$ cat config.mk
export PLATFORM = sky130hd
export DESIGN_NAME = espi_cfg
export DESIGN_NICKNAME = d
export VERILOG_FILES = /design/src/sv/espi_pkg.sv /design/src/sv/espi_cfg.sv
export SDC_FILE = /design/constraint.sdc
export NUM_CORES = 1
export LEC_CHECK = 0
export ABC_AREA = 1
export BUFFER_PORTS_ARGS = -buffer_cell sky130_fd_sc_hd__buf_2
export CORE_MARGIN = 5
export CORE_UTILIZATION = 45
export CTS_BUF_LIST = sky130_fd_sc_hd__clkbuf_8
export CTS_CLUSTER_SIZE = 28
export DETAILED_ROUTE_END_ITERATION = 6
export HOLD_SLACK_MARGIN = 0.05
export PLACE_DENSITY = 0.84
export SLEW_MARGIN = 20
export SYNTH_ARGS = -nofsm -noshare
export SYNTH_HDL_FRONTEND = slang
export SYNTH_SLANG_ARGS = --single-unit
$ cat constraint.sdc
create_clock -name clk -period 0.89 [get_ports clk]
set_input_delay 0 -clock clk [delete_from_list [all_inputs] [get_ports clk]]
set_output_delay 0 -clock clk [all_outputs]
set_load 0.005 [all_outputs]
$ cat src/sv/espi_pkg.sv
// Types, constants and helper functions of the encoder speed PI loop core
package espi_pkg;

  localparam int unsigned POS_W      = 15;
  localparam int unsigned DATA_W     = 32;
  localparam int unsigned SLOW_W     = 48;
  localparam int unsigned GAIN_W     = 31;
  localparam int unsigned DIV_W      = 8;
  localparam int unsigned ADDR_W     = 5;
  localparam int unsigned GAIN_SHIFT = 18;
  localparam int unsigned IN_DATA_W  = 48;
  localparam int unsigned OUT_DATA_W = 96;

  localparam logic [16:0] POS_MOD   = 17'd32768;
  localparam logic [16:0] WRAP_HIGH = 17'd32000;
  localparam logic [16:0] WRAP_LOW  = 17'd768;
  localparam logic signed [16:0] SPEED_SCALE = 17'sd56250;
  localparam logic signed [11:0] SLOW_GAIN   = 12'sd1638;

  localparam logic [GAIN_W-1:0] PROP_GAIN_RST    = 31'd83886;
  localparam logic [GAIN_W-1:0] INTEG_GAIN_RST   = 31'd1678;
  localparam logic [GAIN_W-1:0] PROP_LIMIT_RST   = 31'd524288;
  localparam logic [GAIN_W-1:0] INTEG_LIMIT_RST  = 31'd524288;
  localparam logic [GAIN_W-1:0] OUTPUT_LIMIT_RST = 31'd524288;
  localparam logic [DIV_W-1:0]  UPDATE_DIV_RST   = 8'd2;

  typedef enum logic [2:0] {
    REG_PROP_GAIN,
    REG_INTEG_GAIN,
    REG_PROP_LIMIT,
    REG_INTEG_LIMIT,
    REG_OUTPUT_LIMIT,
    REG_UPDATE_DIVIDER
  } reg_idx_t;

  typedef struct packed {
    logic [GAIN_W-1:0] prop_gain;
    logic [GAIN_W-1:0] integ_gain;
    logic [GAIN_W-1:0] prop_limit;
    logic [GAIN_W-1:0] integ_limit;
    logic [GAIN_W-1:0] output_limit;
    logic [DIV_W-1:0]  update_divider;
  } cfg_t;

  typedef enum logic [3:0] {
    ST_IDLE,
    ST_RAW,
    ST_FAST,
    ST_SLOW_MUL,
    ST_PROP_MUL,
    ST_INTEG_MUL,
    ST_INTEG,
    ST_SUM,
    ST_OUT
  } state_t;

  typedef struct packed {
    logic ld_in;
    logic calc_raw;
    logic calc_fast;
    logic calc_slow_mul;
    logic calc_prop_mul;
    logic calc_integ_mul;
    logic calc_integ;
    logic calc_sum;
    logic ld_out;
  } dp_cmd_t;

  typedef struct packed {
    logic upd_due;
  } dp_sts_t;

  // Symmetric clamp to +-lim; the result always fits the data width
  function automatic logic signed [DATA_W-1:0] clamp_sym(input logic signed [47:0] v,
                                                         input logic [GAIN_W-1:0] lim);
    logic signed [47:0] l;
    logic signed [47:0] r;
    l = $signed({17'd0, lim});
    if (v > l) begin
      r = l;
    end else if (v < -l) begin
      r = -l;
    end else begin
      r = v;
    end
    return r[DATA_W-1:0];
  endfunction

endpackage

$ cat src/sv/espi_cfg.sv
// Register file behind the APB-style configuration port
module espi_cfg (
  input  logic                         clk,
  input  logic                         rst,
  input  logic                         psel,
  input  logic                         penable,
  input  logic                         pwrite,
  input  logic [espi_pkg::ADDR_W-1:0]  paddr,
  input  logic [31:0]                  pwdata,
  output logic [31:0]                  prdata,
  output espi_pkg::cfg_t               cfg
);

  espi_pkg::reg_idx_t idx;
  logic               wr;

  assign idx = espi_pkg::reg_idx_t'(paddr[4:2]);
  assign wr  = psel & penable & pwrite;

  always_ff @(posedge clk) begin
    if (rst) begin
      cfg.prop_gain      <= espi_pkg::PROP_GAIN_RST;
      cfg.integ_gain     <= espi_pkg::INTEG_GAIN_RST;
      cfg.prop_limit     <= espi_pkg::PROP_LIMIT_RST;
      cfg.integ_limit    <= espi_pkg::INTEG_LIMIT_RST;
      cfg.output_limit   <= espi_pkg::OUTPUT_LIMIT_RST;
      cfg.update_divider <= espi_pkg::UPDATE_DIV_RST;
    end else if (wr) begin
      case (idx)
        espi_pkg::REG_PROP_GAIN:      cfg.prop_gain      <= pwdata[30:0];
        espi_pkg::REG_INTEG_GAIN:     cfg.integ_gain     <= pwdata[30:0];
        espi_pkg::REG_PROP_LIMIT:     cfg.prop_limit     <= pwdata[30:0];
        espi_pkg::REG_INTEG_LIMIT:    cfg.integ_limit    <= pwdata[30:0];
        espi_pkg::REG_OUTPUT_LIMIT:   cfg.output_limit   <= pwdata[30:0];
        espi_pkg::REG_UPDATE_DIVIDER: cfg.update_divider <= pwdata[7:0];
        default: ;
      endcase
    end
  end

  always_comb begin
    case (idx)
      espi_pkg::REG_PROP_GAIN:      prdata = {1'b0, cfg.prop_gain};
      espi_pkg::REG_INTEG_GAIN:     prdata = {1'b0, cfg.integ_gain};
      espi_pkg::REG_PROP_LIMIT:     prdata = {1'b0, cfg.prop_limit};
      espi_pkg::REG_INTEG_LIMIT:    prdata = {1'b0, cfg.integ_limit};
      espi_pkg::REG_OUTPUT_LIMIT:   prdata = {1'b0, cfg.output_limit};
      espi_pkg::REG_UPDATE_DIVIDER: prdata = {24'd0, cfg.update_divider};
      default:                      prdata = 32'd0;
    endcase
  end

endmodule

==> implementation parameters <==
Parameter                              Value

Outcome
  Run status ... finished with violations
  Violations in the final reports ... design-rule violations, negative setup slack

Power and ir drop
  Sequential share of power ... 0.473
  Switching share of power ... 0.260
  Part of the power in the clock network ... 0.385
  Int Pwr ... between 0.01 and 0.015 W
  Pwr/cell area ... roughly 1200 nW/um2
  Leakage power summed over all cells ... approximately 6.3 nW
  Combinational Power Share ... 0.142
  Largest vdd supply drop ... 1020 uV
  Switching power ... 0.00409 W

Timing
  Tcrit/Tclk final ... 1.49
  Top achievable clock speed ... approximately 750 MHz
  Min setup slack post-route ... -0.439 ns
  Unrepaired setup endpoints after global routing ... true
  Clock period minus worst slack ... between 1 and 1.5 ns
  Final hold violation count ... 0
  Setup Skew ... 0 ns
  Total of endpoints with negative setup slack in the final report ... around 210
  Max-slew violation total from the final report ... 0

Die
  Number of placed I/O pins ... roughly 240
  Placeable Area ... 17,400 um2
  Initial Util ... 0.461
  Number of core rows ... 48
  Die boundary height ... around 140 um
  Die span in x ... ~140 um
  Full die area ... just over 20,000 um2

Setup path
  Max Fanout on Critical Path ... 2
  Cell chain of the critical path ... nand4_1 > nand2_2 > nor2_1 > nand2_1 > buf_2
  Buffers & Inverters on Critical Path ... 1
  Kind of critical path ... flop to primary output
  Slowest cell on the critical path ... sky130_fd_sc_hd__dfxtp_2
  Worst Path Arrival ... about 1.3 ns
  CP top delay family ... simple AND/OR/NAND/NOR gates
  Crit. End Element ... primary output
  Data required time of the critical path ... slightly below 0.9 ns
  Category of the worst setup path launch point ... flop
  Critical path's largest stage delay ... roughly 0.34 ns

Synth
  Mean cell area of the mapped netlist ... between 6 and 7 um2
  Leading cell types by total area after synthesis ... sky130_fd_sc_hd__dfxtp_1 41%, sky130_fd_sc_hd__nor2_1 17%, sky130_fd_sc_hd__nand2_1 16%
  Top-count cell post-synth ... sky130_fd_sc_hd__nor2_1
  Asr flop ratio synth ... 0
  Area fraction in compound gates after synthesis ... 0.00688
  Nets in the synthesized netlist ... ~1,300
  Cell type contributing the most total cell area after synthesis ... sky130_fd_sc_hd__dfxtp_1
  Gate count after technology mapping ... 1,294
  Post-synth EDFFs ... 0
  Number of warnings issued by yosys ... 0
  Post-Synth XOR/XNOR Area ... 0
  Post-synth top area share ... 0.408
  Share of the yosys chip area belonging to registers ... 0.408
  Yosys cell types ... 18
  Post-Synth Simple-Gate Area ... 0.485
  Cell area after technology mapping ... ~8000 um2
  Combinational family with the most area after synthesis ... simple AND/OR/NAND/NOR gates
  Number of flip-flops and latches in the synthesized netlist ... roughly 160
  Post-synthesis share of cell area spent on full adders, half adders and majority gates ... 0
  List of most frequent post-synthesis cells ... 369 x sky130_fd_sc_hd__nor2_1, 341 x sky130_fd_sc_hd__nand2_1, 163 x sky130_fd_sc_hd__dfxtp_1
  Multiplexer area fraction after synthesis ... 0
  Prevailing post-synth register cell ... sky130_fd_sc_hd__dfxtp_1

Placement
  Detailed placer's ending HPWL ... 19.8 mm
  Routability-driven placement congestion ratio ... around 0.94
  Number of placed cells counting well taps ... 1,736
  Count of input and output buffers ... approximately 230
  Post-Place Worst Slack ... -0.347 ns

Global route
  Number of global-route vias before repair ... approximately 9,700
  GRT Util Overall ... 0.304
  Wire length of the first global-routing pass ... 49.9 mm
  Total grt overflow ... 0
  Antenna violations before repair ... 0
  Pin count of the biggest net entering global routing ... 66

Detailed routing
  Iteration count of the initial detailed-routing pass ... 7
  DRC viols ... 1
  Vias per cell ... 5.64
  DRC marker count from the first detailed-route iteration ... 1,211
  Detailed Route WL ... around 37 mm
  Antenna-violating nets left ... 0
  Via total after detailed routing ... around 11,000
  Routed len/inst ... roughly 20 um

Layout
  Number of diodes added for antenna fixing ... 0
  Net count of the finished layout ... 1,709
  Registers with the most flip-flops ... cfg: 163 flops
  Flip-flop count of the largest register after layout ... 163
  Proportion of layout cells with a drive suffix above 1 ... 0.395
  Post-route non-filler standard cell count ... 1,902
  P&R area growth vs syn ... 62.9%
  Reg with most FFs ... cfg

Min path
  Class of the most critical hold timing path ... primary input to flop

Clock tree
  Number of clock sinks ... between 150 and 200
  Root buf cell ... sky130_fd_sc_hd__clkbuf_8
  Maximum clock insertion buffer count ... 2
  Clock-pin slew on the worst setup and hold paths ... approximately 0.090 ns
  Num CTS Buffers ... 17
  TritonCTS clock tree ... yes
  Clock network latency to the later pin of the worst-skew pair ... between 0.4 and 0.5 ns
  Number of levels in the clock H-tree ... 4

Run
  Max-cap violation count ... 0
-- worst min-delay path, cell delays in order --
cell	delay, ns
sky130_fd_sc_hd__buf_2	0.11
sky130_fd_sc_hd__inv_2	0.09
sky130_fd_sc_hd__nand3_1	0.16
sky130_fd_sc_hd__buf_4	0.13
sky130_fd_sc_hd__o21ai_0	0.07
sky130_fd_sc_hd__nand3_1	0.07
-- area by class of cell --
| class | instances | area, um2 |
|---|---|---|
| Timing Repair Buffer | 444 | 4330 |
| Clock buffer | 22 | 303 |
| Tap cell | 225 | 282 |
| Sequential cell | 163 | 3510 |
| Clock inverter | 7 | 131 |
| Fill cell | 1071 | 4320 |
| Inverter | 97 | 378 |
| Multi-Input combinational cell | 944 | 4110 |
-- power groups by stage --
stage	combinational, W	clock (W)	sequential (W)
floorplan	0.000913	0	0.00762
global placement	0.00161	0	0.00763
detailed placement	0.00163	0	0.00763
CTS	0.00189	0.00604	0.00747
global route	0.00235	0.00641	0.00745
finish	0.00223	0.00606	0.00745
-- cells in the final DEF (no fill, tap or decap), types with 6 or more instances in the layout --
cell,synthesis,layout
sky130_fd_sc_hd__inv_2,5,6
sky130_fd_sc_hd__nand4_1,49,49
sky130_fd_sc_hd__nor2_2,6,17
sky130_fd_sc_hd__buf_4,11,82
sky130_fd_sc_hd__clkbuf_8,0,22
sky130_fd_sc_hd__buf_6,0,208
sky130_fd_sc_hd__nand3_1,159,147
sky130_fd_sc_hd__nor2_4,4,11
sky130_fd_sc_hd__dlygate4sd3_1,0,32
sky130_fd_sc_hd__buf_2,43,96
sky130_fd_sc_hd__nand2_1,341,336
sky130_fd_sc_hd__nand2_2,3,7
sky130_fd_sc_hd__dfxtp_4,0,16
sky130_fd_sc_hd__nor2_1,369,351
sky130_fd_sc_hd__dfxtp_2,0,147
sky130_fd_sc_hd__buf_12,0,18
sky130_fd_sc_hd__nand3_2,0,12
sky130_fd_sc_hd__inv_1,92,90
-- path summary, 6_finish.rpt --
path	startpoint	endpoint	slack (ns)	depth (start not counted)
setup / recovery	cfg[75]$_SDFFE_PP0P_	prdata[5]	-0.44	5
hold / removal	paddr[4]	cfg[89]$_SDFFE_PP1P_	0.21	6
setup reg to reg	cfg[141]$_SDFFE_PP1P_	cfg[141]$_SDFFE_PP1P_	-0.06	5
hold reg to reg	cfg[135]$_SDFFE_PP1P_	cfg[135]$_SDFFE_PP1P_	0.48	2
-- routing by layer --
metal	global-route usage	share of wire	wire [um]	vias up
met2	0.497	0.48	17800	898
met3	0.0882	0.12	4350	258
met5	0	0	0	-
met1	0.360	0.34	12600	4834
met4	0.169	0.066	2460	0
li1	-	-	-	4745
-- metrics by stage --
stage / total power, W / utilization / hold WS (ns) / setup TNS [ns] / instance area [um2]
5_1_grt: 0.0162 / 0.751 / 0.202 / -33.18 / 13000
4_1_cts: 0.0154 / 0.692 / 0.187 / -23.83 / 12000
2_1_floorplan: 0.00854 / - / 0.126 / 0 / 8080
3_5_place_dp: 0.00927 / 0.570 / 0.238 / -52.95 / 9900
3_3_place_gp: 0.00924 / 0.570 / 0.234 / -49.67 / 9900
6_report: 0.0157 / 0.751 / 0.208 / -23.96 / 13000
-- cell families after synthesis --
group	count (synthesis)
AO/OA/AOI/OAI	11
other	1
AND/OR/NAND/NOR	932
buffers and inverters	187
flip-flops	163
-- timing repair --
action / in CTS / in global routing
hold buffers: 32 / 0
setup endpoints to repair: 194 / 199
cloned: 0 / 5
hold endpoints to repair: 163 / 0
resized for setup: 304 / 160
pin swaps: 24 / 42
setup buffers: 60 / 73
(Power assumes the default switching activity.)
