File: config.mk
export PLATFORM = sky130hd
export DESIGN_NAME = espi_dp
export DESIGN_NICKNAME = d
export VERILOG_FILES = /design/src/sv/espi_pkg.sv /design/src/sv/espi_dp.sv
export SDC_FILE = /design/constraint.sdc
export NUM_CORES = 2
export LEC_CHECK = 0
export CAP_MARGIN = 10
export CELL_PAD_IN_SITES_DETAIL_PLACEMENT = 1
export CELL_PAD_IN_SITES_GLOBAL_PLACEMENT = 2
export CORE_MARGIN = 1
export CORE_UTILIZATION = 45
export CTS_CLUSTER_SIZE = 25
export DETAILED_ROUTE_END_ITERATION = 8
export DONT_BUFFER_PORTS = 1
export PLACE_DENSITY = 0.88
export SLEW_MARGIN = 15
export SYNTH_ARGS = -nofsm -noshare
export SYNTH_HDL_FRONTEND = slang
export SYNTH_SLANG_ARGS = --single-unit
export TNS_END_PERCENT = 20
File: constraint.sdc
create_clock -name clk -period 14.3 [get_ports clk]
set_clock_uncertainty 0.2 [all_clocks]
set_input_delay 0.715 -clock clk [delete_from_list [all_inputs] [get_ports clk]]
set_output_delay 0.715 -clock clk [all_outputs]
set_load 0.1 [all_outputs]
File: src/sv/espi_pkg.sv
// Types, constants and helper functions of the encoder speed PI loop core
package espi_pkg;

  localparam int unsigned POS_W      = 15;
  localparam int unsigned DATA_W     = 32;
  localparam int unsigned SLOW_W     = 48;
  localparam int unsigned GAIN_W     = 31;
  localparam int unsigned DIV_W      = 8;
  localparam int unsigned ADDR_W     = 5;
  localparam int unsigned GAIN_SHIFT = 18;
  localparam int unsigned IN_DATA_W  = 48;
  localparam int unsigned OUT_DATA_W = 96;

  localparam logic [16:0] POS_MOD   = 17'd32768;
  localparam logic [16:0] WRAP_HIGH = 17'd32000;
  localparam logic [16:0] WRAP_LOW  = 17'd768;
  localparam logic signed [16:0] SPEED_SCALE = 17'sd56250;
  localparam logic signed [11:0] SLOW_GAIN   = 12'sd1638;

  localparam logic [GAIN_W-1:0] PROP_GAIN_RST    = 31'd83886;
  localparam logic [GAIN_W-1:0] INTEG_GAIN_RST   = 31'd1678;
  localparam logic [GAIN_W-1:0] PROP_LIMIT_RST   = 31'd524288;
  localparam logic [GAIN_W-1:0] INTEG_LIMIT_RST  = 31'd524288;
  localparam logic [GAIN_W-1:0] OUTPUT_LIMIT_RST = 31'd524288;
  localparam logic [DIV_W-1:0]  UPDATE_DIV_RST   = 8'd2;

  typedef enum logic [2:0] {
    REG_PROP_GAIN,
    REG_INTEG_GAIN,
    REG_PROP_LIMIT,
    REG_INTEG_LIMIT,
    REG_OUTPUT_LIMIT,
    REG_UPDATE_DIVIDER
  } reg_idx_t;

  typedef struct packed {
    logic [GAIN_W-1:0] prop_gain;
    logic [GAIN_W-1:0] integ_gain;
    logic [GAIN_W-1:0] prop_limit;
    logic [GAIN_W-1:0] integ_limit;
    logic [GAIN_W-1:0] output_limit;
    logic [DIV_W-1:0]  update_divider;
  } cfg_t;

  typedef enum logic [3:0] {
    ST_IDLE,
    ST_RAW,
    ST_FAST,
    ST_SLOW_MUL,
    ST_PROP_MUL,
    ST_INTEG_MUL,
    ST_INTEG,
    ST_SUM,
    ST_OUT
  } state_t;

  typedef struct packed {
    logic ld_in;
    logic calc_raw;
    logic calc_fast;
    logic calc_slow_mul;
    logic calc_prop_mul;
    logic calc_integ_mul;
    logic calc_integ;
    logic calc_sum;
    logic ld_out;
  } dp_cmd_t;

  typedef struct packed {
    logic upd_due;
  } dp_sts_t;

  // Symmetric clamp to +-lim; the result always fits the data width
  function automatic logic signed [DATA_W-1:0] clamp_sym(input logic signed [47:0] v,
                                                         input logic [GAIN_W-1:0] lim);
    logic signed [47:0] l;
    logic signed [47:0] r;
    l = $signed({17'd0, lim});
    if (v > l) begin
      r = l;
    end else if (v < -l) begin
      r = -l;
    end else begin
      r = v;
    end
    return r[DATA_W-1:0];
  endfunction

endpackage

File: src/sv/espi_dp.sv
// Datapath: position difference, speed filters, shared gain multiplier, clamps
module espi_dp (
  input  logic                               clk,
  input  logic                               rst,
  input  espi_pkg::cfg_t                     cfg,
  input  espi_pkg::dp_cmd_t                  cmd,
  output espi_pkg::dp_sts_t                  sts,
  input  logic [espi_pkg::POS_W-1:0]         in_pos,
  input  logic signed [espi_pkg::DATA_W-1:0] in_target,
  input  logic                               in_restart,
  output logic [espi_pkg::OUT_DATA_W-1:0]    out_data,
  output logic                               out_upd
);

  localparam int unsigned DW = espi_pkg::DATA_W;
  localparam int unsigned SW = espi_pkg::SLOW_W;
  localparam int unsigned GW = espi_pkg::GAIN_W;
  localparam int unsigned PW = DW + GW;
  localparam int unsigned MW = PW - espi_pkg::GAIN_SHIFT;

  // Tick state
  logic [espi_pkg::POS_W-1:0]  pos_r;
  logic signed [DW-1:0]        target_r;
  logic                        upd_r;
  logic [espi_pkg::POS_W-1:0]  prev_pos;
  logic                        prev_valid;
  logic [espi_pkg::DIV_W-1:0]  tick_count;
  logic [espi_pkg::DIV_W-1:0]  tick_inc;

  // Filters and controller state
  logic signed [DW-1:0]        fast;
  logic signed [SW-1:0]        slow;
  logic signed [DW-1:0]        integ;
  logic signed [DW-1:0]        held;

  // Intermediate registers
  logic signed [DW-1:0]        raw;
  logic signed [59:0]          sprod;
  logic [DW-1:0]               emag;
  logic                        eneg;
  logic [PW-1:0]               prod;
  logic signed [DW-1:0]        p_term;

  // Combinational terms
  logic [16:0]                 cur17, prev17;
  logic signed [16:0]          diff;
  logic signed [33:0]          raw_full;
  logic signed [32:0]          fdelta;
  logic signed [33:0]          fast_sum;
  logic signed [48:0]          sdelta;
  logic signed [59:0]          sprod_full;
  logic signed [32:0]          err, err_neg;
  logic [GW-1:0]               mul_b;
  logic [PW-1:0]               prod_full;
  logic signed [MW:0]          gmag, gval;

  assign tick_inc    = tick_count + 1'b1;
  assign sts.upd_due = tick_inc >= cfg.update_divider;

  always_comb begin
    cur17  = {2'b00, pos_r};
    prev17 = prev_valid ? {2'b00, prev_pos} : {2'b00, pos_r};
    if (prev17 > espi_pkg::WRAP_HIGH && cur17 < espi_pkg::WRAP_LOW) begin
      diff = $signed(espi_pkg::POS_MOD + cur17 - prev17);
    end else if (prev17 < espi_pkg::WRAP_LOW && cur17 > espi_pkg::WRAP_HIGH) begin
      diff = $signed(cur17 - espi_pkg::POS_MOD - prev17);
    end else begin
      diff = $signed(cur17 - prev17);
    end
    raw_full   = diff * espi_pkg::SPEED_SCALE;
    fdelta     = 33'(raw) - 33'(fast);
    fast_sum   = 34'(fast) + 34'(fdelta >>> 2);
    sdelta     = 49'($signed({fast, 16'h0000})) - 49'(slow);
    sprod_full = sdelta * espi_pkg::SLOW_GAIN;
    err        = 33'(target_r) - 33'(fast);
    err_neg    = -err;
    mul_b      = cmd.calc_integ_mul ? cfg.integ_gain : cfg.prop_gain;
    prod_full  = emag * mul_b;
    gmag       = $signed({1'b0, prod[PW-1:espi_pkg::GAIN_SHIFT]});
    gval       = eneg ? -gmag : gmag;
  end

  // Control state that reset clears
  always_ff @(posedge clk) begin
    if (rst) begin
      prev_pos   <= '0;
      prev_valid <= 1'b0;
      tick_count <= '0;
      fast       <= '0;
      slow       <= '0;
      integ      <= '0;
      held       <= '0;
    end else begin
      if (cmd.ld_in) begin
        tick_count <= sts.upd_due ? '0 : tick_inc;
        if (in_restart) begin
          prev_valid <= 1'b0;
          slow       <= '0;
        end
      end
      if (cmd.calc_fast) begin
        fast       <= fast_sum[DW-1:0];
        prev_pos   <= pos_r;
        prev_valid <= 1'b1;
      end
      if (cmd.calc_prop_mul) begin
        slow <= slow + 48'($signed(sprod[59:16]));
      end
      if (cmd.calc_integ) begin
        integ <= espi_pkg::clamp_sym(48'(integ) + 48'(gval), cfg.integ_limit);
      end
      if (cmd.calc_sum) begin
        held <= espi_pkg::clamp_sym(48'(p_term) + 48'(integ), cfg.output_limit);
      end
    end
  end

  // Payload registers
  always_ff @(posedge clk) begin
    if (cmd.ld_in) begin
      pos_r    <= in_pos;
      target_r <= in_target;
      upd_r    <= sts.upd_due;
    end
    if (cmd.calc_raw) begin
      raw <= raw_full[DW-1:0];
    end
    if (cmd.calc_slow_mul) begin
      sprod <= sprod_full;
      eneg  <= err[32];
      emag  <= err[32] ? err_neg[DW-1:0] : err[DW-1:0];
    end
    if (cmd.calc_prop_mul || cmd.calc_integ_mul) begin
      prod <= prod_full;
    end
    if (cmd.calc_integ_mul) begin
      p_term <= espi_pkg::clamp_sym(48'(gval), cfg.prop_limit);
    end
    if (cmd.ld_out) begin
      out_data <= {slow[SW-1:16], fast, held};
      out_upd  <= upd_r;
    end
  end

endmodule

==> run_results.csv <==
group,metric,value,unit
global_routing,track_usage,0.2839,
die,row_count,159,
place,numPortBuffers,0,
synth,async_reset_ff_frac,0,
detailed_routing,route.detailed.drc,0,
clock_tree,post_cts.repair.setup_buffers,0,
timing,worstMarginPinSlew,1.191,ns
synth,synth_fp_nets,11730,
global_routing,grt_pass1_vias,73590,
clock_tree,cts_buffer_depth,3,
setup_path,critical_path.top_delay_family,"simple AND/OR/NAND/NOR gates",
detailed_routing,avgViaCountPerCell,5.585,
place,place_congestion,0.9059,
synth,ys_types,89,
synth,ys_seq_area_frac,0.1563,
hold_path,hold_path_depth,2,
clock_tree,cts_hold_buf,100,
detailed_routing,vias,65610,
cells_and_area,multiInputGateArea,64030,sq um
global_routing,grt_pass1_wl,420800,microns
setup_path,worst-setup-path-type,"reg -> reg",
cells_and_area,post-route-util,0.4828,
hold_path,worstHoldStart,"cfg[82]",
clock_tree,cts_num_sinks,498,
die,initial_core_util,0.4525,
clock_tree,h-tree-depth,2,
synth,syn_inst,9306,
setup_path,path_max_fanout,45,
detailed_routing,wl_per_cell,22.88,microns
cells_and_area,fin_nets,11620,
detailed_routing,first_iter_violations,3387,
synth,synth-edff-count,330,
die,die_h,436.4,microns
die,ios,320,
detailed_routing,firstDrtPassIters,6,
place,dpl.cell_count,11530,
cells_and_area,instances_no_fill,11750,
die,die_w,436.4,microns
place,detailed_place_hpwl,212800,microns
setup_path,critPathMaxStageDelay,0.62,ns
setup_path,crit_top_cell,"nand2_1",
clock_tree,cts.repair.resized,0,
synth,ys_seq_elements,498,
die,coreArea,187600,sq um
flow_run,cap_violations,0,
clock_tree,cts_tree,"done",
setup_path,rr_worst_depth,33,
global_routing,antenna_found_initial,8,
timing,hold_violations,0,
detailed_routing,totalWireLength,268800,microns
cells_and_area,regArea,13270,sq um
clock_tree,cts-root-buf,"clkbuf_16",
cells_and_area,fillCellCount,21500,
clock_tree,cts-buffers-inserted,61,
timing,fin_crit,10.25,ns
global_routing,grt_overflow_total,0,
timing,rsz0062_at_grt,"no",
timing,setup_viol,0,
timing,finalMaxSlewViolations,0,
setup_path,crit_path_start_kind,"flip-flop",
clock_tree,clkLatencyLatePin,0.72,ns
timing,fmax,97.53,MHz
setup_path,worstReg2RegStart,"prod[18]",
cells_and_area,area_growth_syn_to_layout,6.681,%
setup_path,crit_arrival,10.72,ns
setup_path,r2r_slack,4.05,ns
setup_path,critPathRequiredTime,14.77,ns
timing,slew_headroom,0.2079,
timing,finalCritPeriodShare,0.7170,
synth,syn_area,84900,sq um
setup_path,cp.buffers_inverters,3,
setup_path,critPathCaptureType,"flip-flop",
setup_path,r2r_end,"integ[0]",
global_routing,grt_max_degree,129,
synth,syn-mean-instance-area,9.123,sq um
hold_path,hold_class,"in -> reg",
synth,yosysWarnings,0,
synth,synth_flop_cell,"edfxtp_1",
timing,fin_setup_tns,0,ns
die,die_area,190400,sq um
timing,fin_hold_ws,0.06190,ns
detailed_routing,ant_nets,0,
status,status,"finished, final reports clean",
setup_path,cpMaxStageDelayCell,"inv_2",
cells_and_area,drive_gt1_frac,0.02973,
hold_path,min_to,"p_term[12]",
clock_tree,clkTransAtPathRegs,0.06,ns
worst register-to-register path: cells and delay by family, from the launching register on:
kind,cells,cell delay [ns]
compound gates,8,2.40
xor+xnor,1,0.23
fa+ha+maj,3,1.30
buf+inv,3,1.33
flops,1,0.51
simple gates,18,4.21
registers in the layout (all words and copies together), names as in the netlist:
register and count:
out_data 96, slow 48, prod 45, sprod 44, emag 32, fast 32, held 32, integ 32
p_term 32, target_r 32, raw 31, pos_r 15, prev_pos 15, tick_count 8, eneg 1, out_upd 1
prev_valid 1, upd_r 1
cell usage after synthesis, types with 30 or more instances:
master	number	share of area
nor2_1	412	0.018
mux2_2	33	0.0044
o21bai_1	60	0.0053
a21oi_1	402	0.024
mux2i_1	122	0.014
a211oi_1	30	0.0027
nand2_1	875	0.039
nor4_1	56	0.0041
clkbuf_1	313	0.014
o21a_1	89	0.0079
dfxtp_1	168	0.040
ha_1	1017	0.15
fa_1	1183	0.28
nor3_1	107	0.0063
and2_1	438	0.032
xnor2_1	380	0.039
or3_1	30	0.0022
nor2b_1	86	0.0063
nand3_1	121	0.0071
edfxtp_1	330	0.12
o21ai_0	184	0.011
a21o_1	248	0.022
and3_1	50	0.0037
inv_1	1693	0.075
xor2_1	149	0.015
o21ai_1	65	0.0038
a22oi_1	34	0.0030
nand2b_1	97	0.0071
a31oi_1	52	0.0038
nand4_1	88	0.0065
layout by cell type, fill, tap and decap left out, drive strengths merged, types with 88 or more instances in the layout:
master,n
a21o,248
a21oi,410
and2,439
dfxtp,168
dlygate4sd3,90
edfxtp,330
fa,1183
ha,1017
inv,1711
mux2i,122
nand2,875
nand2b,99
nand3,121
nand4,88
nor2,412
nor3,107
o21a,89
o21ai,249
xnor2,380
xor2,149
worst max-delay path by stage:
stage               startpoint  endpoint  cells after the start
global route          prod[18]  integ[0]                     33
global placement        cmd[3]  prod[59]                     29
finish                prod[18]  integ[0]                     33
CTS                   emag[10]  prod[59]                     28
floorplan               cmd[3]  prod[59]                     32
detailed placement      cmd[3]  prod[59]                     29
per-layer routing:
layer	routed length (microns)	vias to the layer above	part of all wire	GRT usage
met4	12560	0	0.047	0.1165
li1	-	30040	-	-
met2	135800	1349	0.51	0.5061
met1	108600	33730	0.40	0.3427
met3	11860	490	0.044	0.03762
met5	0	-	0	0
cell families after synthesis:
family                   count (synthesis)  synth area share
AO/OA/AOI/OAI                         1434            0.1097
XOR/XNOR                               529           0.05457
adder cells (fa/ha/maj)               2200            0.4288
buffers and inverters                 2034           0.09031
flip-flops                             498            0.1563
multiplexers                           156           0.01889
AND/OR/NAND/NOR                       2455            0.1413
layout make-up:
type	instances	area share
multi-input cells	6774	0.7070
well taps	2495	0.03447
flip-flops and latches	498	0.1465
clock buffers	71	0.01826
clock inverters	43	0.005098
inverters	1698	0.07037
diodes	2	0.00005526
repair buffers	167	0.01821
per-stage QoR:
stage	cell area (sq um)	setup slack, ns
after floorplan	84900	4.574
after global placement	87300	3.690
after detailed placement	87300	3.525
after CTS	90560	4.142
after global routing	90560	3.338
final	90570	4.047
Power is left out: the tool's default activity adds up to more than one toggle a clock period on the data nets, which glitch-free logic cannot reach.
