## src/sv/espi_pkg.sv

```systemverilog
// Types, constants and helper functions of the encoder speed PI loop core
package espi_pkg;

  localparam int unsigned POS_W      = 15;
  localparam int unsigned DATA_W     = 32;
  localparam int unsigned SLOW_W     = 48;
  localparam int unsigned GAIN_W     = 31;
  localparam int unsigned DIV_W      = 8;
  localparam int unsigned ADDR_W     = 5;
  localparam int unsigned GAIN_SHIFT = 18;
  localparam int unsigned IN_DATA_W  = 48;
  localparam int unsigned OUT_DATA_W = 96;

  localparam logic [16:0] POS_MOD   = 17'd32768;
  localparam logic [16:0] WRAP_HIGH = 17'd32000;
  localparam logic [16:0] WRAP_LOW  = 17'd768;
  localparam logic signed [16:0] SPEED_SCALE = 17'sd56250;
  localparam logic signed [11:0] SLOW_GAIN   = 12'sd1638;

  localparam logic [GAIN_W-1:0] PROP_GAIN_RST    = 31'd83886;
  localparam logic [GAIN_W-1:0] INTEG_GAIN_RST   = 31'd1678;
  localparam logic [GAIN_W-1:0] PROP_LIMIT_RST   = 31'd524288;
  localparam logic [GAIN_W-1:0] INTEG_LIMIT_RST  = 31'd524288;
  localparam logic [GAIN_W-1:0] OUTPUT_LIMIT_RST = 31'd524288;
  localparam logic [DIV_W-1:0]  UPDATE_DIV_RST   = 8'd2;

  typedef enum logic [2:0] {
    REG_PROP_GAIN,
    REG_INTEG_GAIN,
    REG_PROP_LIMIT,
    REG_INTEG_LIMIT,
    REG_OUTPUT_LIMIT,
    REG_UPDATE_DIVIDER
  } reg_idx_t;

  typedef struct packed {
    logic [GAIN_W-1:0] prop_gain;
    logic [GAIN_W-1:0] integ_gain;
    logic [GAIN_W-1:0] prop_limit;
    logic [GAIN_W-1:0] integ_limit;
    logic [GAIN_W-1:0] output_limit;
    logic [DIV_W-1:0]  update_divider;
  } cfg_t;

  typedef enum logic [3:0] {
    ST_IDLE,
    ST_RAW,
    ST_FAST,
    ST_SLOW_MUL,
    ST_PROP_MUL,
    ST_INTEG_MUL,
    ST_INTEG,
    ST_SUM,
    ST_OUT
  } state_t;

  typedef struct packed {
    logic ld_in;
    logic calc_raw;
    logic calc_fast;
    logic calc_slow_mul;
    logic calc_prop_mul;
    logic calc_integ_mul;
    logic calc_integ;
    logic calc_sum;
    logic ld_out;
  } dp_cmd_t;

  typedef struct packed {
    logic upd_due;
  } dp_sts_t;

  // Symmetric clamp to +-lim; the result always fits the data width
  function automatic logic signed [DATA_W-1:0] clamp_sym(input logic signed [47:0] v,
                                                         input logic [GAIN_W-1:0] lim);
    logic signed [47:0] l;
    logic signed [47:0] r;
    l = $signed({17'd0, lim});
    if (v > l) begin
      r = l;
    end else if (v < -l) begin
      r = -l;
    end else begin
      r = v;
    end
    return r[DATA_W-1:0];
  endfunction

endpackage

```

## src/sv/espi_ctrl.sv

```systemverilog
// Sequencer for one tick: speed estimate, filters, PI terms, result word
module espi_ctrl (
  input  logic              clk,
  input  logic              rst,
  input  logic              s_valid,
  output logic              s_ready,
  output logic              m_valid,
  input  logic              m_ready,
  input  espi_pkg::dp_sts_t sts,
  output espi_pkg::dp_cmd_t cmd
);

  espi_pkg::state_t state, state_next;
  logic             out_valid, out_valid_next;
  logic             out_free;

  assign out_free = !out_valid || m_ready;

  always_ff @(posedge clk) begin
    if (rst) begin
      state     <= espi_pkg::ST_IDLE;
      out_valid <= 1'b0;
    end else begin
      state     <= state_next;
      out_valid <= out_valid_next;
    end
  end

  always_comb begin
    state_next = state;
    case (state)
      espi_pkg::ST_IDLE: begin
        if (s_valid) begin
          state_next = sts.upd_due ? espi_pkg::ST_RAW : espi_pkg::ST_OUT;
        end
      end
      espi_pkg::ST_RAW:       state_next = espi_pkg::ST_FAST;
      espi_pkg::ST_FAST:      state_next = espi_pkg::ST_SLOW_MUL;
      espi_pkg::ST_SLOW_MUL:  state_next = espi_pkg::ST_PROP_MUL;
      espi_pkg::ST_PROP_MUL:  state_next = espi_pkg::ST_INTEG_MUL;
      espi_pkg::ST_INTEG_MUL: state_next = espi_pkg::ST_INTEG;
      espi_pkg::ST_INTEG:     state_next = espi_pkg::ST_SUM;
      espi_pkg::ST_SUM:       state_next = espi_pkg::ST_OUT;
      espi_pkg::ST_OUT: begin
        if (out_free) begin
          state_next = espi_pkg::ST_IDLE;
        end
      end
      default: state_next = espi_pkg::ST_IDLE;
    endcase
  end

  always_comb begin
    cmd     = '0;
    s_ready = 1'b0;
    case (state)
      espi_pkg::ST_IDLE: begin
        s_ready    = 1'b1;
        cmd.ld_in  = s_valid;
      end
      espi_pkg::ST_RAW:       cmd.calc_raw       = 1'b1;
      espi_pkg::ST_FAST:      cmd.calc_fast      = 1'b1;
      espi_pkg::ST_SLOW_MUL:  cmd.calc_slow_mul  = 1'b1;
      espi_pkg::ST_PROP_MUL:  cmd.calc_prop_mul  = 1'b1;
      espi_pkg::ST_INTEG_MUL: cmd.calc_integ_mul = 1'b1;
      espi_pkg::ST_INTEG:     cmd.calc_integ     = 1'b1;
      espi_pkg::ST_SUM:       cmd.calc_sum       = 1'b1;
      espi_pkg::ST_OUT:       cmd.ld_out         = out_free;
      default: ;
    endcase
  end

  // Hold the result word until the sink takes it
  always_comb begin
    if (cmd.ld_out) begin
      out_valid_next = 1'b1;
    end else if (m_ready) begin
      out_valid_next = 1'b0;
    end else begin
      out_valid_next = out_valid;
    end
  end

  assign m_valid = out_valid;

endmodule

```

## config.mk

```make
export PLATFORM = sky130hd
export DESIGN_NAME = espi_ctrl
export DESIGN_NICKNAME = d
export VERILOG_FILES = /design/src/sv/espi_pkg.sv /design/src/sv/espi_ctrl.sv
export SDC_FILE = /design/constraint.sdc
export NUM_CORES = 1
export LEC_CHECK = 0
export ABC_AREA = 1
export ABC_CLOCK_PERIOD_IN_PS = 2900
export BUFFER_PORTS_ARGS = -buffer_cell sky130_fd_sc_hd__buf_2
export CORE_AREA = 2 2 39 41
export CTS_BUF_LIST = sky130_fd_sc_hd__clkbuf_8
export DETAILED_ROUTE_END_ITERATION = 12
export DIE_AREA = 0 0 41 43
export HOLD_SLACK_MARGIN = 0.12
export PLACE_DENSITY = 0.45
export SYNTH_ARGS = -nofsm -noshare
export SYNTH_HDL_FRONTEND = slang
export SYNTH_SLANG_ARGS = --single-unit
```

## constraint.sdc

```tcl
create_clock -name clk -period 2.9 [get_ports clk]
set_input_delay 0.435 -clock clk [delete_from_list [all_inputs] [get_ports clk]]
set_output_delay 0.435 -clock clk [all_outputs]
set_load 0.05 [all_outputs]
```

==> summary.md, run 1 <==
| Metric | Value |
|---|---|
| Grt total ovfl | `0` |
| H-tree Lvls | `1` |
| Crit. Startpoint | `state[1]$_SDFFE_PP0P_` |
| Tot Pwr | `0.000313 W` |
| CP max stage cell | `dfxtp_1` |
| Drt pass-1 iters | `4` |
| Vias in the first global route | `295` |
| Status | `complete, no violations` |
| Max_cap viols | `0` |
| Finished Layout Cells | `92` |
| Cell row count | `14` |
| Die Span Y | `roughly 43 microns` |
| Seq/Total Area, Yosys | `between 20 and 30%` |
| Synthesized area per cell | `5.91 sq um` |
| Multiplexer share of the synthesized area | `0%` |
| WP data arrival | `1310 ps` |
| Syn Std Cell Area | `roughly 340 sq um` |
| Critical path depth | `4` |
| Crit Path Class | `flop to primary output` |
| Total negative slack | `0 ps` |
| Path category of the worst min-delay check | `input pin to flop` |
| Residual DRC | `0` |
| Relative slew slack | `83.6%` |
| Post-layout min period | `1750 ps` |
| First-pass GRT wire length | `1120 microns` |
| CP startpoint kind | `flop` |
| Via density | `about 4.0` |
| Synth Area in Compound Gates | `around 6.6%` |
| Worst-Margin Slew | `248 ps` |
| Core Box Area | `1380 sq um` |
| Worst Path Required | `2470 ps` |
| R2r endpoint | `state[3]$_SDFFE_PP0P_` |
| Hold path start | `rst` |
| Final layout net count | `82` |
| RePlAce Congestion | `0.663` |
| # hold bufs at CTS | `0` |
| Post-Synth Adder-Cell Area | `0%` |
| Antenna violations before repair | `0` |
| Seq cells post-synth | `5` |
| CTS tree | `yes` |
| Detailed placement HPWL | `616 microns` |
| Worst path cell trace | `nor2_2 > inv_2 > nor3_1 > buf_2` |
| Num ports | `16` |
| Die span in x | `41 microns` |
| Cells after DPL | `88` |
| Final WL | `727 microns` |
| Setup violations, final | `0` |
| Clock-pin slew on the worst setup and hold paths | `30 ps` |
| IO buf count | `15` |
| Distinct cells, synth | `13` |
| Final hold violations | `0` |
| Routed len/inst | `7.90 microns` |
| Crit path to | `cmd[8]` |
| Area Overhead vs Synth | `38.7%` |
| Post-Syn Nets | `63` |
| N_diodes | `0` |
| Iter 0 DRT Violations | `6` |
| FMAX | `573 MHz` |
| Layout cells sized above 1 | `35.5%` |
| Final max-slew violation count | `0` |
| Synthesis Warnings | `0` |
| Via count | `between 300 and 400` |
| R2R setup slack | `1820 ps` |
| Fraction of the cycle the final worst path needs | `60.2%` |
| Main combinational cell family by area after synthesis | `simple AND/OR/NAND/NOR gates` |
| Clock skew | `~0.58 ps` |
| Die area | `around 1800 sq um` |
| Post-DRT Antenna Nets | `0` |
| Critical Path Max Stage Delay | `340 ps` |
| Static leakage | `0.297 nW` |
| Resized Gates After CTS | `0` |
| Clk buf depth | `2` |
| Largest net degree at the start of global routing | `6` |
| GRT Total Usage | `10.6%` |
| Post-CTS Setup Bufs | `0` |
| TritonCTS Buffers | `3` |
| Initial Util | `24.8%` |
| Critical path peak fanout | `5` |
| Root Buffer Master | `clkbuf_8` |
| Worst R2R Start | `state[3]$_SDFFE_PP0P_` |
| Reg2Reg Depth | `7` |
| TritonCTS Sinks | `5` |
| Clock latency on the worst-skew pair | `220 ps` |
| Endpoint type of the worst setup path | `primary output` |
| Simple-gate portion of the synthesized area | `46.7%` |
| Power Density | `658 nW/um^2` |
| CP bufs+invs | `2` |
| RSZ-0062 raised after global routing | `no` |
| Top Family by Delay on Critical Path | `simple AND/OR/NAND/NOR gates` |
| Synth Area in XOR/XNOR | `0%` |
| Mapped Cells | `58` |
| Max IR drop VDD | `0.207 mV` |
-- synth_stat cells --
library cell | instances | area, sq um
nor2_4 | 2 | 22.5
o211ai_1 | 1 | 7.51
nor2_1 | 13 | 48.8
inv_1 | 12 | 45.0
dfxtp_1 | 5 | 100
nand2_2 | 1 | 6.26
nor3_1 | 1 | 5.00
inv_2 | 2 | 7.51
nor2_2 | 4 | 25.0
nand3_1 | 3 | 15.0
buf_4 | 1 | 7.51
nand2_1 | 10 | 37.5
a21oi_1 | 3 | 15.0
-- power by group --
group / internal, W / switching, W
Sequential: 0.0000753 / 0.00000543
Combinational: 0.0000269 / 0.0000813
Clock: 0.0000906 / 0.0000332
Total: 0.000193 / 0.000120
-- flip-flops by register name, summed over array words and instances, names as in the netlist --
register  flops
m_valid       1
state         4
-- worst register-to-register path, stage by stage, from the launching register on --
cell and delay (ps):
dfxtp_1 360, inv_1 80, nand2_2 120, inv_1 70, nand2_1 80, nand2_1 60, a21oi_1 150, nor2_1 50
-- routing by layer --
| layer | vias to the layer above | wire length, microns | GRT usage (%) | part of all wire (%) |
|---|---|---|---|---|
| li1 | 206 | - | - | - |
| met2 | 12 | 299 | 11.9 | 41 |
| met3 | 5 | 58 | 3.14 | 8.0 |
| met4 | 0 | 45 | 14.0 | 6.2 |
| met1 | 149 | 324 | 13.1 | 45 |
| met5 | - | 0 | 0 | 0 |
-- worst min path at each step --
stage | end | slack, ps | cells past startpoint
global route | state[2]$_SDFFE_PP0P_ | 450 | 2
CTS | state[1]$_SDFFE_PP0P_ | 440 | 2
floorplan | state[1]$_SDFFE_PP0P_ | 500 | 1
finish | state[0]$_SDFFE_PP0P_ | 440 | 2
detailed placement | m_valid$_SDFFE_PP0P_ | 600 | 4
global placement | m_valid$_SDFFE_PP0P_ | 590 | 4
-- layout make-up --
cell class | instances | area, sq um
Fill cell | 169 | 908
Multi-Input combinational cell | 38 | 183
Sequential cell | 5 | 100
Timing Repair Buffer | 15 | 75.1
Inverter | 14 | 52.6
Clock buffer | 3 | 41.3
Tap cell | 16 | 20.0
Clock inverter | 1 | 3.75
-- metrics by stage --
stage | util, % | area (sq um) | hold WS [ps] | worst slack (ps)
2_1_floorplan | - | 343 | 504 | 785
3_3_place_gp | 31.1 | 430 | 593 | 1410
3_5_place_dp | 31.1 | 430 | 598 | 1390
4_1_cts | 34.4 | 475 | 438 | 1150
5_1_grt | 34.4 | 475 | 453 | 1060
6_report | 34.4 | 475 | 436 | 1150
-- placed cells by master, fill, tap and decap left out --
cell type / netlist / layout
inv_1: 12 / 13
dfxtp_1: 5 / 5
a21oi_1: 3 / 3
nand2_2: 1 / 1
nor2_2: 4 / 4
buf_2: 0 / 15
nand3_1: 3 / 3
clkbuf_8: 0 / 3
nand2_1: 10 / 10
nor3_1: 1 / 1
o211ai_1: 1 / 1
nor2_4: 2 / 2
nor2_1: 13 / 13
inv_2: 2 / 2
-- cell families (layout without fill, tap and decap cells) --
group / count (synthesis) / in the layout
AND/OR/NAND/NOR: 34 / 34
buffers and inverters: 15 / 33
flip-flops: 5 / 5
AO/OA/AOI/OAI: 4 / 4
Power figures use the tool's default switching activity.
==> inputs of run 2 (changes only) <==
- ABC_CLOCK_PERIOD_IN_PS: 2900 -> 1400
- PLACE_DENSITY: 0.45 -> 0.47
- clock period: 2.9 -> 1.4 ns (I/O delays scaled with it)
==> run 2 against run 1 <==
Register-to-register slack lost 1500 ps. Core utilization grew 5.5 points. Worst setup slack lost 1100 ps. Sequential power grew 110%. Die area is the same. Cell count grew 1.1%. Design area grew 16%. Sequential share of layout area shrank 2.0 points. Routed wire length grew 0.83%. Non-clock buffer count grew 1. Power grew 120%. First-iteration DRC count shrank 67%. Critical path type unchanged. Critical endpoint is now s_ready. Largest cell class unchanged.
==> summary.md, run 2 (synthesis gave the netlist of run 1 again) <==
| Metric | Value |
|---|---|
| Fillers | `158 (was 169)` |
| Commonest non-fill, non-tap cell in the layout | `inv_1 (was buf_2)` |
| Residual DRC | `0 (unchanged)` |
| Met1 GRT Util | `11.9% (was 13.1%)` |
| Number of flip-flops in the largest register | `4 (unchanged)` |
| Clock-pin slew on the worst setup and hold paths | `30 ps (about the same)` |
| Cells after DPL | `88 (unchanged)` |
| First-pass GRT wire length | `1110 microns (was 1120 microns)` |
| Hold path depth | `2 (unchanged)` |
| Routed len/inst | `7.88 microns (was 7.90 microns)` |
| Final WL | `733 microns (was 727 microns)` |
| Hold EP | `state[1]$_SDFFE_PP0P_ (was state[0]$_SDFFE_PP0P_)` |
| Grt met3 use | `3.14% (unchanged)` |
| IO buf count | `15 (unchanged)` |
| Final hold violations | `0 (unchanged)` |
| Antenna violations before repair | `0 (unchanged)` |
| Reg with most FFs | `state (unchanged)` |
| Core Box Area | `1380 sq um (unchanged)` |
| GRT Max-Usage Layer | `met2 (was met4)` |
| Post-DRT Antenna Nets | `0 (unchanged)` |
| Status | `complete, no violations (unchanged)` |
| Setup violations, final | `0 (unchanged)` |
| Worst R2R Start | `state[3]$_SDFFE_PP0P_ (unchanged)` |
| Static leakage | `0.310 nW (was 0.297 nW)` |
| Crit Path Class | `flop to primary output (unchanged)` |
| Area Overhead vs Synth | `60.9% (was 38.7%)` |
| Drt pass-1 iters | `4 (unchanged)` |
| R2R setup slack | `370 ps (was 1820 ps)` |
| Multi-input gate area | `208 sq um (was 183 sq um)` |
| FMAX | `about 750 MHz` |
| Root Buffer Master | `clkbuf_8 (unchanged)` |
| Relative slew slack | `83.6% (about the same)` |
| Final layout net count | `83 (was 82)` |
| Design area | `552 sq um (was 475 sq um)` |
| Max IR drop VDD | `0.538 mV (was 0.207 mV)` |
| RePlAce Congestion | `0.647 (was 0.663)` |
| CP startpoint kind | `flop (unchanged)` |
| Met2 GRT Util | `13.1% (was 11.9%)` |
| R2r endpoint | `state[3]$_SDFFE_PP0P_ (unchanged)` |
| RSZ-0062 raised after global routing | `yes (was no)` |
| Initial Util | `24.8% (unchanged)` |
| Clock latency on the worst-skew pair | `220 ps (about the same)` |
| DP Area | `440 sq um (was 430 sq um)` |
| Critical path peak fanout | `5 (unchanged)` |
| Grt total ovfl | `0 (unchanged)` |
| Fin util | `39.9% (was 34.4%)` |
| Finished Layout Cells | `93 (was 92)` |
| Final max-slew violation count | `0 (unchanged)` |
| CTS tree | `yes (unchanged)` |
| GRT Total Usage | `9.75% (was 10.6%)` |
| Layout cells sized above 1 | `48.1% (was 35.5%)` |
| Power Density | `1250 nW/um^2 (was 658 nW/um^2)` |
| TritonCTS Buffers | `3 (unchanged)` |
| Commonest cells after routing, fill and taps aside | `13 x inv_1, 10 x nand2_1, 9 x nor2_1, 7 x nor2_2, 7 x buf_2 (was 15 x buf_2, 13 x inv_1, 13 x nor2_1, 10 x nand2_1, 5 x dfxtp_1)` |
| Hold path start | `rst (unchanged)` |
| Detailed placement HPWL | `608 microns (was 616 microns)` |
| Max_cap viols | `0 (unchanged)` |
| Endpoint type of the worst setup path | `primary output (unchanged)` |
| Final Hold Slack | `209 ps (was 436 ps)` |
| Vias in the first global route | `296 (was 295)` |
| Die area | `1760 sq um (unchanged)` |
| Largest net degree at the start of global routing | `6 (unchanged)` |
| TritonCTS Sinks | `5 (unchanged)` |
| Iter 0 DRT Violations | `2 (was 6)` |
| N_diodes | `0 (unchanged)` |
| Worst-Margin Slew | `247 ps (was 248 ps)` |
| Via density | `4.16 (was 4.04)` |
| # hold bufs at CTS | `0 (unchanged)` |
| Fraction of the cycle the final worst path needs | `a little over nine tenths` |
| Post-layout min period | `1330 ps` |
| Worst Path Required | `1190 ps (was 2470 ps)` |
| Path category of the worst min-delay check | `input pin to flop (unchanged)` |
| Clk buf depth | `2 (unchanged)` |
| Via count | `387 (was 372)` |
| Register area | `105 sq um (was 100 sq um)` |
| Clock skew | `1.59 ps (was 0.575 ps)` |
| Num ports | `16 (unchanged)` |
| Die span in x | `41 microns (unchanged)` |
| Cell row count | `14 (unchanged)` |
| H-tree Lvls | `1 (unchanged)` |
| Reg2Reg Depth | `7 (unchanged)` |
| WP data arrival | `1120 ps (was 1310 ps)` |
| Die Span Y | `43 microns (unchanged)` |
[run 2: changes by cell type in the layout (fill, tap and decap cells not counted), sizes merged]
| cell | delta |
|---|---|
| clkbuf | +1 |
[run 2: per-stage QoR]
| stage | TNS [ps] | power, W | worst slack (ps) |
|---|---|---|---|
| finish | 0 | 0.000688 | 71.3 |
| global route | -9.80 | 0.000733 | -9.80 |
| CTS | 0 | 0.000680 | 0.906 |
| detailed placement | 0 | 0.000401 | 133 |
| global placement | 0 | 0.000403 | 153 |
| floorplan | -69.3 | 0.000360 | -69.3 |
[run 2: per-layer routing]
metal	share of wire (%)	routed length [microns]
met1	46	337
met3	5.9	43
met5	0	0
met2	48	352
met4	0	0
[run 2: power breakdown]
group	internal (W)	switching, W
Clock	0.000187	0.0000648
Combinational	0.0000857	0.000177
Sequential	0.000158	0.0000141
[run 2: worst max path at each step]
stage                                startpoint  endpoint  slack [ps]  cells past startpoint
after floorplan           state[1]$_SDFFE_PP0P_    cmd[8]         -70                      3
after global placement    state[1]$_SDFFE_PP0P_    cmd[8]         150                      4
after detailed placement  state[1]$_SDFFE_PP0P_    cmd[8]         130                      4
after CTS                 state[3]$_SDFFE_PP0P_    cmd[0]         0.9                      5
after global routing      state[3]$_SDFFE_PP0P_    cmd[0]         -10                      5
final                     state[2]$_SDFFE_PP0P_   s_ready          70                      4
[run 2: worst max-delay path: stages (launching register included)]
cell     delay (ps)
dfxtp_2         340
nor2_4          140
inv_2            90
nor2_2           70
buf_2           250
[run 2: timing repair]
item	in CTS	in global routing
setup endpoints to repair	7	9
setup buffers	0	1
pin swaps	0	3
gates resized for setup	9	12
[run 2: cell type report]
| class | count | share of cell area, % |
|---|---|---|
| well taps | 16 | 3.63 |
| clock inverters | 1 | 0.680 |
| repair buffers | 16 | 22.0 |
| flip-flops and latches | 5 | 19.0 |
| multi-input cells | 38 | 37.6 |
| clock buffers | 3 | 7.48 |
| inverters | 14 | 9.52 |
==> inputs of run 3 (changes only) <==
- ABC_AREA: 1 -> unset
- BUFFER_PORTS_ARGS: -buffer_cell sky130_fd_sc_hd__buf_2 -> unset
- DONT_BUFFER_PORTS: unset -> 1
- PLACE_DENSITY: 0.47 -> 0.35
==> run 3 against run 2 <==
The flow now finishes with violations (negative setup slack). Critical path type unchanged. Register-to-register slack got worse by 210 ps. Non-clock buffer count grew 2. Highest routed layer is now met4. Clock power up 4%.
==> summary.md, run 3 <==
| Metric | Value |
|---|---|
| Status | `complete, but fails checks (was complete, no violations)` |
| Violated checks | `negative setup slack` |
| Syn Std Cell Area | `325 sq um (was 343 sq um)` |
| CP startpoint kind | `flop (unchanged)` |
| RePlAce Congestion | `0.713 (was 0.647)` |
| Tot Pwr | `0.000674 W (was 0.000688 W)` |
| Fraction of the cycle the final worst path needs | `105% (was 94.9%)` |
| Seq cells post-synth | `5 (unchanged)` |
| H-tree Lvls | `1 (unchanged)` |
| TritonCTS Sinks | `5 (unchanged)` |
| Num ports | `16 (unchanged)` |
| Reg2Reg Depth | `4 (was 7)` |
| Count leader, synth | `nor3_1 (was nor2_1)` |
| Layout cells sized above 1 | `67.8% (was 48.1%)` |
| Max IR drop VDD | `0.610 mV (was 0.538 mV)` |
| CP bufs+invs | `0 (was 2)` |
| Static leakage | `0.267 nW (was 0.310 nW)` |
| Seq/Total Area, Yosys | `30.8% (was 29.2%)` |
| Drt pass-1 iters | `2 (was 4)` |
| Detailed placement HPWL | `664 microns (was 608 microns)` |
| Synth Flop Type | `dfxtp_1 (unchanged)` |
| N_diodes | `0 (unchanged)` |
| Die Span Y | `43 microns (unchanged)` |
| Mapped Cells | `42 (was 58)` |
| R2r endpoint | `state[0]$_SDFFE_PP0P_ (was state[3]$_SDFFE_PP0P_)` |
| DRT met1 WL | `350 microns (was 337 microns)` |
| Distinct cells, synth | `21 (was 13)` |
| Post-route worst setup slack | `-63.8 ps (was 71.3 ps)` |
| Crit. Startpoint | `state[2]$_SDFFE_PP0P_ (unchanged)` |
| Commonest cells after routing, fill and taps aside | `9 x buf_4, 5 x buf_6, 3 x nor3_2, 3 x clkbuf_8, 3 x buf_12 (was 13 x inv_1, 10 x nand2_1, 9 x nor2_1, 7 x nor2_2, 7 x buf_2)` |
| Post-DRT Antenna Nets | `0 (unchanged)` |
| Asr flop ratio synth | `0% (unchanged)` |
| Leading area contributor after synthesis | `dfxtp_1 (unchanged)` |
| WP data arrival | `1250 ps (was 1120 ps)` |
| Crit Path Class | `flop to primary output (unchanged)` |
| Grt total ovfl | `0 (unchanged)` |
| Relative slew slack | `78.2% (was 83.6%)` |
| Cell row count | `14 (unchanged)` |
| Met3 WL post-DR | `75 microns (was 43 microns)` |
| Power Density | `1050 nW/um^2 (was 1250 nW/um^2)` |
| First-pass GRT wire length | `1440 microns (was 1110 microns)` |
| Hold path depth | `2 (unchanged)` |
| TritonCTS Buffers | `3 (unchanged)` |
| Antenna violations before repair | `0 (unchanged)` |
| Commonest non-fill, non-tap cell in the layout | `buf_4 (was inv_1)` |
| Critical path depth | `2 (was 4)` |
| Root Buffer Master | `clkbuf_8 (unchanged)` |
| Final layout net count | `65 (was 83)` |
| Reg with most FFs | `state (unchanged)` |
| Die area | `1760 sq um (unchanged)` |
| Synthesis Warnings | `0 (unchanged)` |
| Via density | `4.77 (was 4.16)` |
| Clock latency on the worst-skew pair | `220 ps (about the same)` |
| Die span in x | `41 microns (unchanged)` |
| Top cell type's share of synthesized area | `30.8% (was 29.2%)` |
| GRT Total Usage | `12.6% (was 9.75%)` |
| Area Overhead vs Synth | `97.7% (was 60.9%)` |
| Residual DRC | `0 (unchanged)` |
| Via count | `358 (was 387)` |
| Top Metal Used | `met4 (was met3)` |
| Worst R2R Start | `state[2]$_SDFFE_PP0P_ (was state[3]$_SDFFE_PP0P_)` |
| Routed len/inst | `12.8 microns (was 7.88 microns)` |
| Final max-slew violation count | `0 (unchanged)` |
| Synth cell count leaders | `7 x nor3_1, 5 x dfxtp_1, 5 x nor2_1 (was 13 x nor2_1, 12 x inv_1, 10 x nand2_1)` |
| Clk buf depth | `2 (unchanged)` |
| Post-layout min period | `1460 ps (was 1330 ps)` |
| Top Family by Delay on Critical Path | `simple AND/OR/NAND/NOR gates (was flip-flops)` |
| Sw frac | `33.8% (was 37.3%)` |
| Synthesized area per cell | `7.75 sq um (was 5.91 sq um)` |
| Core Box Area | `1380 sq um (unchanged)` |
| Path category of the worst min-delay check | `input pin to flop (unchanged)` |
| Iter 0 DRT Violations | `1 (was 2)` |
| Net switching power | `0.000228 W (was 0.000256 W)` |
| RSZ-0062 raised after global routing | `yes (unchanged)` |
| Post-Syn Nets | `47 (was 63)` |
| FMAX | `683 MHz (was 753 MHz)` |
| Setup violations, final | `1 (was 0)` |
| Clock-pin slew on the worst setup and hold paths | `40 ps (was 30 ps)` |
| Clock skew | `1.88 ps (was 1.59 ps)` |
| CTS tree | `yes (unchanged)` |
| WL met2 | `507 microns (was 352 microns)` |
| IO buf count | `0 (was 15)` |
| Comb pwr share | `35.5% (was 38.3%)` |
| Place WS | `90.5 ps (was 133 ps)` |
| Fillers | `132 (was 158)` |
| Number of flip-flops in the largest register | `4 (unchanged)` |
| Initial Util | `23.5% (was 24.8%)` |
| Clk network pwr share | `38.8% (was 36.7%)` |
| Vias in the first global route | `357 (was 296)` |
| Final hold violations | `0 (unchanged)` |
| Max_cap viols | `0 (unchanged)` |
| Fin util | `46.5% (was 39.9%)` |
| Worst Path Required | `1190 ps (about the same)` |
| EDFF count, synth | `0 (unchanged)` |
| Crit path to | `s_ready (unchanged)` |
| Largest net degree at the start of global routing | `9 (was 6)` |
| Sequential Power Share | `25.7% (was 25.1%)` |
| Final WL | `961 microns (was 733 microns)` |
| Critical path peak fanout | `5 (unchanged)` |
| Critical Path Max Stage Delay | `400 ps (was 340 ps)` |
| Synth area leaders | `dfxtp_1 31%, nor3_1 11%, nand2b_1 5.8% (was dfxtp_1 29%, nor2_1 14%, inv_1 13%)` |
| Pint | `0.000447 W (was 0.000431 W)` |
| R2R setup slack | `160 ps (was 370 ps)` |
| Endpoint type of the worst setup path | `primary output (unchanged)` |
| Worst path cell trace | `or3_4 > nor2_4 (was nor2_4 > inv_2 > nor2_2 > buf_2)` |
| CP max stage cell | `or3_4 (was dfxtp_2)` |
| Worst-Margin Slew | `326 ps (was 247 ps)` |
==> run 3: cell types whose count changed in the layout (fill, tap and decap cells not counted), moves of 3 or more <==
cell	before	now
nand2_1	10	2
nand3_1	3	0
buf_4	3	9
buf_2	7	0
nor2_1	9	2
nor2_2	7	2
buf_12	0	3
inv_1	13	2
==> run 3: metrics by stage <==
| stage | hold WS (ps) | TNS, ps | area [sq um] | instances |
|---|---|---|---|---|
| after floorplan | 279 | -388 | 355 | 42 |
| after global placement | 285 | 0 | 477 | 66 |
| after detailed placement | 288 | 0 | 477 | 66 |
| after CTS | 181 | -151 | 593 | 74 |
| after global routing | 194 | -302 | 643 | 75 |
| final | 176 | -63.8 | 643 | 75 |
==> run 3: what timing repair did <==
item | 4_1_cts | 5_1_grt
buffers inserted | 3 | 1
pin swaps | 2 | 3
gates resized for setup | 12 | 10
endpoints found under the setup margin | 9 | 10
hold endpoints to repair | 5 | 0
hold buffers | 1 | 0
==> run 3: cells by family after synthesis <==
group                     after synthesis  synth area share (%)
DFF                                     5                  30.8
AOI/OAI and AO/OA                       5                  13.1
buffers and inverters                   6                  11.5
and+or+nand+nor                        24                  39.2
xor gates and xnor gates                2                  5.39
==> run 3: area by class of cell <==
type | count | area (sq um) | area share, %
clock inverter | 1 | 3.75 | 0.584
timing repair buffer | 18 | 194 | 30.2
multi-input combinational | 31 | 270 | 42.0
inverter | 1 | 3.75 | 0.584
sequential | 5 | 110 | 17.1
tap | 16 | 20.0 | 3.11
clock buffer | 3 | 41.3 | 6.42
==> run 3: worst min-delay path by stage <==
stage          start               endpoint  slack, ps
6_report         rst  state[3]$_SDFFE_PP0P_        180
5_1_grt          rst  state[3]$_SDFFE_PP0P_        190
4_1_cts          rst  state[3]$_SDFFE_PP0P_        180
3_5_place_dp     rst   m_valid$_SDFFE_PP0P_        290
3_3_place_gp     rst   m_valid$_SDFFE_PP0P_        280
2_1_floorplan    rst   m_valid$_SDFFE_PP0P_        280
==> run 3: worst register-to-register path, stage by stage (launching register included) <==
cell     delay [ps]
dfxtp_4         350
or3_4           400
buf_4           150
o22ai_1         150
nor4_1           70
==> run 3: power by group through the flow <==
stage / registers (W) / logic [W] / clock network, W
3_5_place_dp: 0.000172 / 0.000201 / 0
2_1_floorplan: 0.000163 / 0.000159 / 0
5_1_grt: 0.000175 / 0.000254 / 0.000283
4_1_cts: 0.000171 / 0.000230 / 0.000272
3_3_place_gp: 0.000171 / 0.000200 / 0
6_report: 0.000173 / 0.000240 / 0.000262
==> run 3: metal layers <==
metal	vias up	global-route usage (%)
met2	15	19.4
met3	3	5.24
li1	176	-
met5	-	0
met1	164	12.5
met4	0	10.0
